`src/itoa_pkg.sv`:
```
package itoa_pkg;

  localparam int unsigned VALUE_WIDTH = 32;
  localparam int unsigned MODE_WIDTH  = 2;
  localparam int unsigned CHAR_WIDTH  = 8;
  localparam int unsigned LEN_WIDTH   = 4;
  localparam int unsigned DIGIT_WIDTH = 4;

  localparam logic [MODE_WIDTH-1:0] MODE_SDEC = 2'd0;
  localparam logic [MODE_WIDTH-1:0] MODE_UDEC = 2'd1;
  localparam logic [MODE_WIDTH-1:0] MODE_HEXL = 2'd2;
  localparam logic [MODE_WIDTH-1:0] MODE_HEXU = 2'd3;

  localparam logic [CHAR_WIDTH-1:0] CHAR_MINUS = 8'h2D;
  localparam logic [CHAR_WIDTH-1:0] CHAR_ZERO  = 8'h30;
  localparam logic [CHAR_WIDTH-1:0] CHAR_LOW_A = 8'h61;
  localparam logic [CHAR_WIDTH-1:0] CHAR_UP_A  = 8'h41;

  localparam int unsigned DIG_DEPTH = 10;
  localparam int unsigned IDX_WIDTH = $clog2(DIG_DEPTH + 1);

  // Reciprocal of ten: (x * RECIP_TEN) >> RECIP_SHIFT equals x / 10 for every 32-bit x.
  localparam logic [VALUE_WIDTH-1:0] RECIP_TEN   = 32'hCCCC_CCCD;
  localparam int unsigned            RECIP_SHIFT = 35;
  localparam int unsigned            QUOT_WIDTH  = 2 * VALUE_WIDTH - RECIP_SHIFT;

  typedef logic [VALUE_WIDTH-1:0] value_t;
  typedef logic [MODE_WIDTH-1:0]  mode_t;
  typedef logic [CHAR_WIDTH-1:0]  char_t;
  typedef logic [LEN_WIDTH-1:0]   len_t;
  typedef logic [DIGIT_WIDTH-1:0] digit_t;
  typedef logic [IDX_WIDTH-1:0]   idx_t;

  function automatic char_t digit_char(input digit_t digit, input logic upper);
    char_t ch;
    if (digit < 4'd10) begin
      ch = CHAR_ZERO + char_t'(digit);
    end else if (upper) begin
      ch = CHAR_UP_A + char_t'(digit - 4'd10);
    end else begin
      ch = CHAR_LOW_A + char_t'(digit - 4'd10);
    end
    return ch;
  endfunction

endpackage

```
`src/itoa_if.sv`:
```
interface itoa_in_if;
  import itoa_pkg::*;

  logic   valid;
  logic   ready;
  logic signed [VALUE_WIDTH-1:0] value;
  mode_t  mode;

  modport source (output valid, output value, output mode, input ready);
  modport sink (input valid, input value, input mode, output ready);
endinterface

interface itoa_out_if;
  import itoa_pkg::*;

  logic  valid;
  logic  ready;
  char_t char_code;
  logic  last;
  len_t  total_length;

  modport source (output valid, output char_code, output last, output total_length,
                  input ready);
  modport sink (input valid, input char_code, input last, input total_length,
                output ready);
endinterface

```
`src/integer_to_ascii_formatter.sv`:
```
// Integer to ASCII formatter.
// The input channel takes one beat per number: a 32-bit signed value and a
// two-bit mode (signed decimal, unsigned decimal, lowercase hex, uppercase hex).
// The output channel returns the text one character per beat, most significant
// digit first, with a leading minus sign for negative values in signed decimal
// mode. Every beat carries the total character count, and the final beat of a
// number has last set.
// Decimal digits are extracted one at a time by a shared reciprocal multiplier,
// hex digits by a shift: each digit passes a multiply state (a multiply by the
// reciprocal of ten) and then a remainder step that stores it. Once all digits
// are stored, one character leaves per cycle while the receiver is ready. A
// result has at most eleven characters. The input is not ready until the last
// character has been handed to the output register. A stalled receiver holds
// the current beat and pauses emission. Reset drops any number in flight and
// empties the output register.
module integer_to_ascii_formatter (
  input  logic clk,
  input  logic rst_n,
  itoa_in_if.sink    in_bus,
  itoa_out_if.source out_bus
);
  import itoa_pkg::*;

  localparam logic [1:0] ST_IDLE = 2'd0;
  localparam logic [1:0] ST_MUL  = 2'd1;
  localparam logic [1:0] ST_DIG  = 2'd2;
  localparam logic [1:0] ST_EMIT = 2'd3;

  logic [1:0] state_r, state_nxt;
  value_t     mag_r, mag_nxt;
  logic [QUOT_WIDTH-1:0] quot_r, quot_nxt;
  mode_t      mode_r, mode_nxt;
  logic       neg_r, neg_nxt;
  logic       sign_pend_r, sign_pend_nxt;
  idx_t       nd_r, nd_nxt;
  idx_t       idx_r, idx_nxt;
  len_t       total_r, total_nxt;
  digit_t     dig_r [DIG_DEPTH];

  logic       out_valid_r, out_valid_nxt;
  char_t      out_char_r, out_char_nxt;
  logic       out_last_r, out_last_nxt;
  len_t       out_len_r, out_len_nxt;

  logic [2*VALUE_WIDTH-1:0] prod;
  logic       hex_mode;
  value_t     quot_step;
  value_t     rem_full;
  digit_t     digit;
  logic       dig_we;
  logic       out_free;
  logic       in_fire;

  assign in_bus.ready = (state_r == ST_IDLE);
  assign in_fire      = in_bus.valid && in_bus.ready;
  assign out_free     = !out_valid_r || out_bus.ready;
  assign hex_mode     = (mode_r == MODE_HEXL) || (mode_r == MODE_HEXU);

  assign prod      = mag_r * RECIP_TEN;
  assign quot_step = hex_mode ? (mag_r >> 4) : value_t'(quot_r);
  assign rem_full  = mag_r - value_t'(quot_step * value_t'(10));
  assign digit     = hex_mode ? mag_r[DIGIT_WIDTH-1:0] : rem_full[DIGIT_WIDTH-1:0];
  assign dig_we    = (state_r == ST_DIG);

  always_comb begin
    state_nxt     = state_r;
    mag_nxt       = mag_r;
    quot_nxt      = quot_r;
    mode_nxt      = mode_r;
    neg_nxt       = neg_r;
    sign_pend_nxt = sign_pend_r;
    nd_nxt        = nd_r;
    idx_nxt       = idx_r;
    total_nxt     = total_r;
    out_valid_nxt = out_valid_r && !out_bus.ready;
    out_char_nxt  = out_char_r;
    out_last_nxt  = out_last_r;
    out_len_nxt   = out_len_r;

    unique case (state_r)
      ST_IDLE: begin
        if (in_fire) begin
          mode_nxt = in_bus.mode;
          nd_nxt   = '0;
          if ((in_bus.mode == MODE_SDEC) && in_bus.value[VALUE_WIDTH-1]) begin
            neg_nxt = 1'b1;
            mag_nxt = value_t'(-in_bus.value);
          end else begin
            neg_nxt = 1'b0;
            mag_nxt = value_t'(in_bus.value);
          end
          state_nxt = ST_MUL;
        end
      end
      ST_MUL: begin
        quot_nxt  = prod[2*VALUE_WIDTH-1:RECIP_SHIFT];
        state_nxt = ST_DIG;
      end
      ST_DIG: begin
        mag_nxt = quot_step;
        nd_nxt  = nd_r + idx_t'(1);
        if (quot_step == '0) begin
          idx_nxt       = nd_r + idx_t'(1);
          sign_pend_nxt = neg_r;
          total_nxt     = len_t'(nd_r) + len_t'(1) + len_t'(neg_r);
          state_nxt     = ST_EMIT;
        end else begin
          state_nxt = ST_MUL;
        end
      end
      ST_EMIT: begin
        if (out_free) begin
          out_valid_nxt = 1'b1;
          out_len_nxt   = total_r;
          if (sign_pend_r) begin
            out_char_nxt  = CHAR_MINUS;
            out_last_nxt  = 1'b0;
            sign_pend_nxt = 1'b0;
          end else begin
            out_char_nxt = digit_char(dig_r[idx_r - idx_t'(1)], mode_r == MODE_HEXU);
            out_last_nxt = (idx_r == idx_t'(1));
            idx_nxt      = idx_r - idx_t'(1);
            if (idx_r == idx_t'(1)) begin
              state_nxt = ST_IDLE;
            end
          end
        end
      end
      default: begin
        state_nxt = ST_IDLE;
      end
    endcase
  end

  always_ff @(posedge clk) begin
    if (!rst_n) begin
      state_r     <= ST_IDLE;
      out_valid_r <= 1'b0;
    end else begin
      state_r     <= state_nxt;
      out_valid_r <= out_valid_nxt;
    end
    mag_r       <= mag_nxt;
    quot_r      <= quot_nxt;
    mode_r      <= mode_nxt;
    neg_r       <= neg_nxt;
    sign_pend_r <= sign_pend_nxt;
    nd_r        <= nd_nxt;
    idx_r       <= idx_nxt;
    total_r     <= total_nxt;
    out_char_r  <= out_char_nxt;
    out_last_r  <= out_last_nxt;
    out_len_r   <= out_len_nxt;
    if (dig_we) begin
      dig_r[nd_r] <= digit;
    end
  end

  assign out_bus.valid        = out_valid_r;
  assign out_bus.char_code    = out_char_r;
  assign out_bus.last         = out_last_r;
  assign out_bus.total_length = out_len_r;

  // The digit count never runs past the digit buffer.
  a_nd_bound: assert property (@(posedge clk) disable iff (!rst_n)
    (state_r != ST_IDLE) |-> (nd_r <= idx_t'(DIG_DEPTH)))
    else $error("digit count exceeds buffer depth");

  // While emitting there is always a character left to send.
  a_emit_pending: assert property (@(posedge clk) disable iff (!rst_n)
    (state_r == ST_EMIT) |-> (idx_r != '0 || sign_pend_r))
    else $error("emit state with nothing left to send");

  // A taken beat that is not the last is followed at once by the next character.
  a_no_gap: assert property (@(posedge clk) disable iff (!rst_n)
    (out_valid_r && out_bus.ready && !out_last_r) |=> out_valid_r)
    else $error("gap inside a number");

  // The input is only taken when no digits are being worked on.
  a_idle_take: assert property (@(posedge clk) disable iff (!rst_n)
    in_fire |=> (state_r == ST_MUL && nd_r == '0))
    else $error("accepted number did not start extraction");

endmodule

```
`src/flat_wrapper.sv`:
```
// flat-port wrapper written by rule: the top's interface ports become plain ports
module integer_to_ascii_formatter_flat import itoa_pkg::*;
  (clk, rst_n, in_bus_valid, in_bus_value, in_bus_mode, in_bus_ready, out_bus_valid, out_bus_char_code, out_bus_last, out_bus_total_length, out_bus_ready);
  itoa_in_if in_bus_i ();
  itoa_out_if out_bus_i ();
  input  logic clk;
  input  logic rst_n;
  input wire logic [$bits(in_bus_i.valid)-1:0] in_bus_valid;
  input wire logic [$bits(in_bus_i.value)-1:0] in_bus_value;
  input wire logic [$bits(in_bus_i.mode)-1:0] in_bus_mode;
  output wire logic [$bits(in_bus_i.ready)-1:0] in_bus_ready;
  output wire logic [$bits(out_bus_i.valid)-1:0] out_bus_valid;
  output wire logic [$bits(out_bus_i.char_code)-1:0] out_bus_char_code;
  output wire logic [$bits(out_bus_i.last)-1:0] out_bus_last;
  output wire logic [$bits(out_bus_i.total_length)-1:0] out_bus_total_length;
  input wire logic [$bits(out_bus_i.ready)-1:0] out_bus_ready;
  assign in_bus_i.valid = in_bus_valid;
  assign in_bus_i.value = in_bus_value;
  assign in_bus_i.mode = in_bus_mode;
  assign in_bus_ready = in_bus_i.ready;
  assign out_bus_valid = out_bus_i.valid;
  assign out_bus_char_code = out_bus_i.char_code;
  assign out_bus_last = out_bus_i.last;
  assign out_bus_total_length = out_bus_i.total_length;
  assign out_bus_i.ready = out_bus_ready;
  integer_to_ascii_formatter u_core (.clk(clk), .rst_n(rst_n), .in_bus(in_bus_i), .out_bus(out_bus_i));
endmodule
```
`config.mk`:
```
export PLATFORM = sky130hd
export DESIGN_NAME = integer_to_ascii_formatter_flat
export DESIGN_NICKNAME = d
export VERILOG_FILES = /design/src/itoa_pkg.sv /design/src/itoa_if.sv /design/src/integer_to_ascii_formatter.sv /design/src/flat_wrapper.sv
export SDC_FILE = /design/constraint.sdc
export NUM_CORES = 1
export LEC_CHECK = 0
export ABC_AREA = 1
export BUFFER_PORTS_ARGS = -buffer_cell sky130_fd_sc_hd__buf_2
export CELL_PAD_IN_SITES_DETAIL_PLACEMENT = 0
export CELL_PAD_IN_SITES_GLOBAL_PLACEMENT = 1
export CORE_MARGIN = 2
export CORE_UTILIZATION = 54
export CTS_CLUSTER_SIZE = 25
export DETAILED_ROUTE_END_ITERATION = 7
export GPL_ROUTABILITY_DRIVEN = 0
export PLACE_DENSITY = 0.87
export SYNTH_ARGS = -nofsm -noshare
export SYNTH_HDL_FRONTEND = slang
export SYNTH_SLANG_ARGS = --single-unit
```
`constraint.sdc`:
```
create_clock -name clk -period 13.4 [get_ports clk]
set_clock_uncertainty 0.05 [all_clocks]
set_input_delay 0.67 -clock clk [delete_from_list [all_inputs] [get_ports clk]]
set_output_delay 0.67 -clock clk [all_outputs]
set_load 0.1 [all_outputs]
```
======== Word level (Yosys, flattened, before mapping) ========
Memories as Yosys holds them, arrays and structs flattened.
Cells that the tools add are included.
Widths: inputs -> output; s select.
word-level totals
  flip-flop bits (word level) ............. 93
  bits in writable memories ............... 40
  input bits .............................. 38
  output and inout port bits .............. 15
  word-level logic and storage cells ...... 83
  memories ................................ 1
memory list
  name          words  width  read ports  clocked after Yosys merged registers in  wr ports  RTL line                          source
  u_core.dig_r  10     4      1           0                                        1         integer_to_ascii_formatter.sv:38  digit_t dig_r [DIG_DEPTH];
operators by class
  add/subtract/negate cells ............... 9
  multiply operators ...................... 2
  order comparisons ....................... 1
  eq/ne operators ......................... 11
  multiplexer cells ....................... 27
  reductions and logical operators ........ 19
operators by type and width
  cell                    count
  $mul 32x32->64 const B  1
  $mux 32                 2
  $pmux 32 s2             1
  $logic_not 32->1        1
  $mul 32x3->3 const B    1
  $neg 32->32             1
  $mux 29                 1
  $mux 4                  5
  $add 7x8->8 const A     2
  $mux 8                  2
  $pmux 4 s2              2
  $mux 2                  5
  $eq 2x2->1 const B      4
  $pmux 2 s4              1
  $reduce_and 2->1        4
  $reduce_and 4->1        2
  $add 6x4->7 const A     1
  $mux 1                  7
  $ne 2x2->1 const B      3
  $sub 4x4->5 const B     1
  $add 4x1->4             1
  $add 4x1->4 const B     1
  $eq 4x1->1 const B      1
  $logic_not 2->1         2
  other kinds (11)        17

======== Depth between registers and ports, before layout ========
Gate-level depths: netlist of run 1.
  word-level depth ........................ 6
  mapped depth ............................ 30
  mapped depth without buffers ............ 29

======== Worst setup path before layout of run 1 ========
No wires, ideal clock.
  kind .................................... reg2reg
  start point ............................. register u_core.mag_r[20]
  end point ............................... register u_core.quot_r[17], data pin
  library setup time ...................... 0.252 ns
  arrival time ............................ 5.821 ns
  data required time ...................... 13.098 ns
  slack ................................... 7.277 ns
  stages on the path, launching flop included .. 25
  buffers on the path ..................... 0
  clock period less this slack ............ 6.123 ns
  cell sequence ........................... edfxtp_1 ha_1 inv_1 fa_1 inv_1 fa_1 inv_1 fa_1 inv_1 fa_1 fa_1 fa_1 inv_1 fa_1 inv_1 ha_1 nand2_1 nor2_1 inv_2 nor2_1 inv_1 nor4_1 nand2_1 nand3_1 nand2_1
between the ends
  cells in the longest elaborated chain, start to end .. 1
ends and longest elaborated chain
  item                    RTL line                           source
  from (decl)             integer_to_ascii_formatter.sv:30   value_t mag_r, mag_nxt;
  from (signal assigned)  integer_to_ascii_formatter.sv:143  mag_r <= mag_nxt;
  $mul 32x32->64          integer_to_ascii_formatter.sv:59   assign prod = mag_r * RECIP_TEN;
  net u_core.prod[52]     integer_to_ascii_formatter.sv:45   logic [2*VALUE_WIDTH-1:0] prod;
  to (signal assigned)    integer_to_ascii_formatter.sv:144  quot_r <= quot_nxt;
  to (decl)               integer_to_ascii_formatter.sv:31   logic [QUOT_WIDTH-1:0] quot_r, quot_nxt;
The timed path passes the listed nets, and every way through them passes these cells.
A chain may end at the register's enable or synchronous reset.

======== Worst setup path in the final report of run 1 ========
  start point ............................. register u_core.mag_r[7]
  end point ............................... register u_core.quot_r[14], data pin
Same word-level chain as after synthesis.

==> results of run 1 <==
## through the flow
stage | area [um2] | util (%) | worst slack, ns | hold slack, ns | std cells
floorplan | 25400 | - | 7.28 | 0.350 | 2966
global placement | 26400 | 56.7 | 6.35 | 0.357 | 3608
detailed placement | 26400 | 56.7 | 6.37 | 0.357 | 3608
CTS | 27000 | 58.0 | 6.35 | 0.306 | 3640
global route | 27000 | 58.0 | 5.93 | 0.321 | 3640
finish | 27000 | 58.0 | 6.18 | 0.332 | 3640
## metal layers
layer | track usage (%) | up-vias | part of all wire, %
met3 | 6.32 | 235 | 8.3
met1 | 42.7 | 9651 | 40
li1 | - | 9236 | -
met2 | 49.1 | 975 | 44
met4 | 23.3 | 0 | 8.2
met5 | 0 | - | 0
## cells in the final DEF, fill, tap and decap left out, types with 57 or more instances in the layout
cell type and count:
sky130_fd_sc_hd__a21oi_1 91, sky130_fd_sc_hd__edfxtp_1 130, sky130_fd_sc_hd__fa_1 387, sky130_fd_sc_hd__ha_1 363
sky130_fd_sc_hd__inv_1 770, sky130_fd_sc_hd__nand2_1 503, sky130_fd_sc_hd__nand3_1 98, sky130_fd_sc_hd__nor2_1 233
sky130_fd_sc_hd__o21ai_0 96, sky130_fd_sc_hd__xor2_1 57
## sequential cells by signal (all words and copies together) (netlist names)
| register | flops |
|---|---|
| u_core.mag_r | 32 |
| u_core.nd_r | 4 |
| u_core.quot_r | 29 |
| u_core.state_r | 2 |
| u_core.out_bus.char_code | 8 |
| u_core.out_bus.last | 1 |
| u_core.idx_r | 4 |
| u_core.mode_r | 2 |
| u_core.total_r | 4 |
| u_core.neg_r | 1 |
| u_core.out_bus.total_length | 4 |
| u_core.dig_r | 40 |
| u_core.out_bus.valid | 1 |
| u_core.sign_pend_r | 1 |
## final cells by class
| cell class | count | area (um2) |
|---|---|---|
| clock buffers | 17 | 425 |
| clock inverters | 15 | 174 |
| fillers | 4168 | 19500 |
| inverters | 782 | 2940 |
| multi-input cells | 2026 | 18400 |
| flip-flops and latches | 133 | 3960 |
| well taps | 607 | 759 |
| repair buffers | 60 | 320 |
## kinds of logic (layout without fill, tap and decap cells)
logic type      Yosys count  count (layout)
compound gates          258             258
fa+ha+maj               750             750
flops                   133             133
xor+xnor                 75              75
buf+inv                 807             874
mux                      10              10
simple gates            933             933
## worst max-delay path by stage
| stage | start | to | cells after the start |
|---|---|---|---|
| detailed placement | u_core.mag_r[19] | u_core.quot_r[14] | 24 |
| CTS | u_core.mag_r[19] | u_core.quot_r[14] | 24 |
| floorplan | u_core.mag_r[20] | u_core.quot_r[17] | 24 |
| global placement | u_core.mag_r[20] | u_core.quot_r[14] | 24 |
| global route | u_core.mag_r[20] | u_core.quot_r[14] | 24 |
| finish | u_core.mag_r[7] | u_core.quot_r[14] | 21 |
## worst max-delay path, cell delays in order (launching register included)
cell and delay, ns:
sky130_fd_sc_hd__edfxtp_1 0.62, sky130_fd_sc_hd__ha_1 0.68, sky130_fd_sc_hd__nand2_1 0.10, sky130_fd_sc_hd__nand2_1 0.21, sky130_fd_sc_hd__inv_1 0.10, sky130_fd_sc_hd__o21ai_0 0.70, sky130_fd_sc_hd__fa_1 0.58, sky130_fd_sc_hd__fa_1 0.52
sky130_fd_sc_hd__fa_1 0.44, sky130_fd_sc_hd__fa_1 0.52, sky130_fd_sc_hd__fa_1 0.42, sky130_fd_sc_hd__ha_1 0.30, sky130_fd_sc_hd__ha_1 0.41, sky130_fd_sc_hd__nand2_1 0.12, sky130_fd_sc_hd__nor2_1 0.14, sky130_fd_sc_hd__inv_1 0.09
sky130_fd_sc_hd__nor2_1 0.20, sky130_fd_sc_hd__nand3_1 0.23, sky130_fd_sc_hd__nor3_1 0.18, sky130_fd_sc_hd__o21ai_1 0.17, sky130_fd_sc_hd__nand4_1 0.12, sky130_fd_sc_hd__nand2_1 0.06
==> results summary, run 1 <==
The most common flop cell mapped by yosys is sky130_fd_sc_hd__edfxtp_1. The initial antenna violation count is 0. The flow ran to the end, and the final reports show no timing, DRC or antenna violations.

After synthesis, flip-flops and latches occupy around 16% of the total area. By count the netlist is led by sky130_fd_sc_hd__inv_1 (770), sky130_fd_sc_hd__nand2_1 (503), sky130_fd_sc_hd__fa_1 (387), sky130_fd_sc_hd__ha_1 (363), sky130_fd_sc_hd__nor2_1 (235). The number of antenna repair diodes is 0. The first TritonRoute pass finished after 6 iterations. The net count of the finished layout is 3808.

The die height is roughly 220 um. The final count of hold timing violations came out at 0. Once the clock tree was built, the setup fixing pass inserted 0 buffers.

The adder-cell area share of the yosys netlist is slightly below 50%. Once detail routing completed, the nets flagged for antenna violations numbered 0. The clock latency on the worst-skew pair came out at 0.50 ns. In this run the worst hold path is classified as input port to flip-flop. The number of cell rows is 79. The total of cells resized after clock tree synthesis is 0. The fraction of the cycle the final worst path needs came out at between 50% and 60%. The worst register-to-register path begins at u_core.mag_r[7]. The number of DRC markers after the initial detailed-route iteration came out at 2082. The depth of the most critical reg-to-reg path is 21. The cell depth of the worst hold path came out at 1.

The fraction of final layout cells with drive strength greater than 1 is 4.71%. Counting along the longest clock path gives a buffer depth of 2. The via count of the first global-routing pass came out at 20.4k. Using the TritonRoute via totals, the vias-per-cell ratio works out to ~5.5. The maximum operating frequency is approximately 0.14 GHz. The cell area after technology mapping came out at 25400 um2. The start-to-end type of the worst setup path is flip-flop to flip-flop. Of all nets on the critical path, the largest fanout is 9. TritonCTS built the clock tree. 53 I/O pins were placed. The overall track demand over capacity in global routing came out at 32.7%.

At the worst endpoint, the required time is 13.60 ns. Summed over all failing endpoints, the final setup total negative slack is 0 ns. Counting I/O delays and the setup requirement, the final critical path takes 7.22 ns. In this run the register-to-register setup slack is 6.18 ns.

The DRC violations left came out at 0. The synthesized design spends more area on one cell type than any other, namely sky130_fd_sc_hd__fa_1. The number of buffers inserted by port buffering came out at 52.

The fraction of post-synthesis cell area in the top cell type by area is 30.5%. The number of flip-flops and latches in the synthesized netlist is 133. The number of nets handed over by synthesis was roughly 3.8k. The total CTS buffers came out at 17. In this run the most critical hold path is launched from in_bus_mode[1]. The cell sitting at the root of the clock tree is a sky130_fd_sc_hd__clkbuf_16. The xor/xnor cell area share of the yosys netlist is between 2 and 3%. The wire length of the first global-routing pass is ~120000 um. Yosys mapped the design onto 46 distinct sky130hd cell types. The arrival time of the worst setup path came out at 7.42 ns. The worst setup path is captured at a flip-flop. Dividing the detail-routed wire length by the instance count gives 21.5 um. The die boundary width is 221 um. Of the total synthesized cell area, the portion taken by AND, OR, NAND and NOR gates is 15.3%.

The H-tree was split into 4 levels. Hold repair after CTS inserted 0 buffers. The initial core utilization came out at 54.7%.

The fraction of the mapped netlist area in compound gates came out at 5.59%. The number of max-cap violations came out at 0. The total overflow left after global routing is 0. Yosys attributes the largest share of cell area to sky130_fd_sc_hd__fa_1 (30%), sky130_fd_sc_hd__ha_1 (18%), sky130_fd_sc_hd__edfxtp_1 (15%).

The total wire length is between 70000 and 80000 um. The final number of max-transition violations came out at 0. The via count of the routed design came out at 20.1k. For hold timing, the worst endpoint is u_core.mode_r[1]. The area of the core region is 46500 um2. The reg-to-reg endpoint is u_core.quot_r[14]. The wire-length estimate of the detail-placed layout is 68800 um.

The number of synthesized flops with an enable pin came out at 130. The share of flip-flops with an asynchronous set or reset after synthesis is 0%. The slew at the pin with the worst max-slew slack came out at ~1.1 ns. Setup repair after global routing left no endpoint under its margin. The layout-stage area growth over the synthesis result is 6.04%. Measured against its own limit, the worst slew margin works out to 27.0%.

The floorplan step defined a die boundary enclosing 48800 um2. By area, the combinational part of the netlist is dominated by adder cells. The average footprint of a synthesized cell came out at 8.57 um2.

The clock drives 133 sinks. The mux cell area share after synthesis came out at 0.394%. The final setup violation count is 0. Entering global routing, the biggest net connects 39 pins. The Yosys step of the flow raised 0 warnings.

Clock-pin slew was measured on the worst setup and hold paths at 0.08 ns. STA classifies the critical path startpoint as a flip-flop. The synthesized instance count is 2966.

By instance count, the leading cell after synthesis is sky130_fd_sc_hd__inv_1.
Power of run 1 is not shown: default switching activity piles up to over one toggle a cycle in this logic, so the estimate is an artifact.
==> run 2: changes to the inputs <==
- ABC_AREA: 1 -> 0
- CORE_UTILIZATION: 54 -> 48
- PLACE_DENSITY: 0.87 -> 0.78
- clock period: 13.4 -> 6 ns (I/O delays scaled with it)
==> run 2 against run 1 <==
The run now ends with setup timing left. Register-to-register slack worse by 7.5 ns. First-iteration DRC count is 43% lower. Global-route usage is 3.4 points lower. Hold slack worse by 0.29 ns. Final cell count is 10% lower. Worst setup slack worse by 7.5 ns. Utilization is 2.3 points higher. Area after synthesis is 9.1% lower. Synthesized cell count is 27% lower. Critical path type unchanged. Critical endpoint is now u_core.quot_r[21].
==> results summary, run 2 <==
The run finished, with violations left. The checks that failed: setup timing. The cell area after technology mapping is around 23000 um2. The data required time at the worst endpoint is 6.12 ns. The area of the core region is 47600 um2. The setup path with the least slack is of type flip-flop to flip-flop. The delay contributed by the slowest stage of the critical path is 0.62 ns. The via count of the first global-routing pass is 19.3k. The top-level I/O count is 53. Among all flip-flop cells after synthesis, the most frequent one is sky130_fd_sc_hd__edfxtp_1. The floorplan die area is 49900 um2. In the post-synthesis netlist, the cell with the most instances is sky130_fd_sc_hd__inv_1. TritonCTS built the clock tree.

In this run the deepest clock path goes through 2 buffers. The maximum operating frequency is 0.138 GHz. The class of the most critical hold timing path is input port to flip-flop.

In this run the critical register-to-register path is launched from u_core.mag_r[10]. The DRC violations left is 0. The arrival time of the worst setup path came out at 7.39 ns. After floorplanning, the core was divided into 80 placement rows. Leaving out fill and tap cells, the most frequent cell in the layout is sky130_fd_sc_hd__inv_1. The total overflow left after global routing is 0.

The register with the most flip-flops in the final layout is u_core.dig_r. The overall track demand over capacity in global routing came out at 29.4%. The yosys synthesis warning count came out at 0. The number of detailed-route iterations in the first pass is 5. The sequential cell area fraction in the yosys report is 17.2%. From left edge to right edge, the die measures 223 um. The largest registers in the layout are u_core.dig_r (40), u_core.mag_r (32), u_core.quot_r (29).

The reg-to-reg endpoint is u_core.quot_r[21]. The end of the worst hold path is u_core.mode_r[0]. Counting instances in the post-synthesis netlist gives the leading cell types as sky130_fd_sc_hd__inv_1 (535), sky130_fd_sc_hd__fa_1 (387), sky130_fd_sc_hd__ha_1 (363), sky130_fd_sc_hd__edfxtp_1 (130), sky130_fd_sc_hd__a21oi_1 (93). The slowest stage of the critical path is the sky130_fd_sc_hd__fa_1 cell. The final period demand of the worst path is about 7.3 ns. The top cell types in the final layout, fill and taps aside, are sky130_fd_sc_hd__inv_1 (514), sky130_fd_sc_hd__buf_4 (415), sky130_fd_sc_hd__fa_1 (383). Entering global routing, the biggest net connects 44 pins. The count of buffering cells on the critical path with inverters included is 5. The die height is ~220 um. Across all register-to-register paths, the minimum setup slack is -1.27 ns. Of the cells placed in the final design, the portion with a size suffix greater than 1 is 25.4%. The number of flip-flops in the largest register came out at 40. The family with the most delay on the worst path is adder cells. The number of flip-flops and latches in the synthesized netlist is 133. The total wire length is roughly 70000 um.

For this run, the post-layout net count is roughly 3.4k. The post-layout worst setup margin came out at -1.27 ns. By area the synthesized netlist is led by sky130_fd_sc_hd__fa_1 (34%), sky130_fd_sc_hd__ha_1 (20%), sky130_fd_sc_hd__edfxtp_1 (17%). The average wire length per cell after detail routing is 21.4 um. The number of DRC markers after the initial detailed-route iteration came out at 1190.

The worst hold path startpoint is in_bus_mode[0]. The synthesized design contains 130 enable-type register cells. In the synthesized netlist the async set-or-reset flop fraction comes to 0%.

Along the worst hold path, the cell count comes to 1. The critical path launch point type is a flip-flop. The worst register-to-register path has a depth of 24.

STA classifies the critical path endpoint as a flip-flop. The final setup violation count is 29. The number of vias per cell after detailed routing is 5.36. The H-tree depth reported by CTS is 4. The top cell type by area accounts for around 34% of the synthesized area. At the pin with the least slew margin, the transition time is 1.14 ns.

Setup repair after global routing could not meet its margin everywhere. The max-slew headroom at the worst pin came out at 23.3%. Compared with the post-synthesis result, the final layout area differs by 24.4%. The number of hold buffers added after CTS is 0. The synthesized instance count is 2170. The HPWL after detailed placement is 61400 um. The number of max-cap violations came out at 0. The clock latency on the worst-skew pair came out at approximately 0.42 ns.

Of all nets on the critical path, the largest fanout is 4. The average footprint of a synthesized cell came out at 10.6 um2. The largest total area in the synthesized netlist belongs to sky130_fd_sc_hd__fa_1. The most numerous cell on the critical path is sky130_fd_sc_hd__fa_1. The detailed router placed 17.5k vias in this run. The layout has about 3.9k filler cells.

The first global-routing pass estimated 109000 um of wire. The total area of multi-input combinational cells is 17900 um2. The final count of hold timing violations is 0. The post-synth net total came out at 2958.

Buffers placed on the I/O ports in this run total 52. The fraction of the cycle the final worst path needs came out at 121%. Counting every sink on the clock net gives 133. In this run the clock root is driven by a sky130_fd_sc_hd__clkbuf_16. The count of cell types in the netlist came out at 69. The clock transition at the registers of the reported paths came out at 0.06 ns. The total CTS buffers is 17. In the final layout, flip-flops and latches occupy 3960 um2. The signal on the critical path passes through ha_4 -> buf_4 -> buf_4 -> ha_1 -> inv_1 -> fa_1 -> inv_1 -> fa_1 -> fa_1 -> fa_1 -> fa_1 -> fa_1 -> ha_4 -> a21oi_1 -> o21ai_1 -> a221oi_2 -> a21oi_2 -> o31a_1 -> buf_6 -> a221o_1 -> a21bo_1 -> a21oi_2 -> o21ai_1 -> xor2_1. The final number of max-transition violations came out at 0. The initial core utilization is 48.5%. The post-route antenna net violation count came out at 0. The utilization of the core after routing came out at 60.3%. The initial antenna violation count came to 0.

The worst hold slack is roughly 0.045 ns.
==> run 2: worst max path at each step <==
stage	from	to	slack, ns	depth (start not counted)
final	u_core.mag_r[10]	u_core.quot_r[21]	-1.27	24
after floorplan	u_core.mag_r[10]	u_core.quot_r[21]	-0.90	24
after CTS	u_core.mag_r[16]	u_core.quot_r[21]	-1.23	24
after global placement	u_core.mag_r[4]	u_core.quot_r[15]	-1.34	24
after global routing	u_core.mag_r[10]	u_core.quot_r[21]	-1.50	24
after detailed placement	u_core.mag_r[4]	u_core.quot_r[28]	-1.38	23
==> run 2: cell type report <==
cell class	count	area share (%)
multi-input combinational	1465	62.2
sequential	133	13.8
timing repair buffer	481	12.4
inverter	535	7.04
tap	615	2.68
clock buffer	20	1.52
clock inverter	12	0.370
antenna	1	0.00871
==> run 2: timing repair <==
item,in CTS,in global routing
endpoints found under the setup margin,29,29
pin swaps,58,39
buffers inserted,31,18
resized for setup,69,30
==> run 2: cell families (layout without fill, tap and decap cells) <==
family                   after synthesis  count (layout)  share of synthesized area, %
AO/OA/AOI/OAI                        270             270                          7.29
XOR/XNOR                             117             117                          4.44
adder cells (fa/ha/maj)              750             750                          53.2
buffers and inverters                572            1048                          9.30
flip-flops                           133             133                          17.2
multiplexers                          45              45                          2.44
other                                  0               1                             0
AND/OR/NAND/NOR                      283             283                          6.18
==> run 2: per-layer routing <==
layer / vias to the layer above / GRT usage (%) / wire length (um)
met5: - / 0 / 0
met1: 8838 / 37.7 / 28100
met4: 0 / 12.0 / 3310
li1: 7937 / - / -
met3: 149 / 6.06 / 5010
met2: 575 / 48.8 / 33400
==> run 2: stage by stage <==
| step | cells | TNS (ns) | instance area [um2] | worst slack [ns] |
|---|---|---|---|---|
| after floorplan | 2170 | -12.24 | 23600 | -0.905 |
| after global placement | 3184 | -28.60 | 27400 | -1.34 |
| after detailed placement | 3184 | -29.57 | 27400 | -1.38 |
| after CTS | 3243 | -27.02 | 28500 | -1.23 |
| after global routing | 3261 | -34.61 | 28700 | -1.50 |
| final | 3262 | -28.40 | 28700 | -1.27 |
Power of run 2 is left out for the same reason.
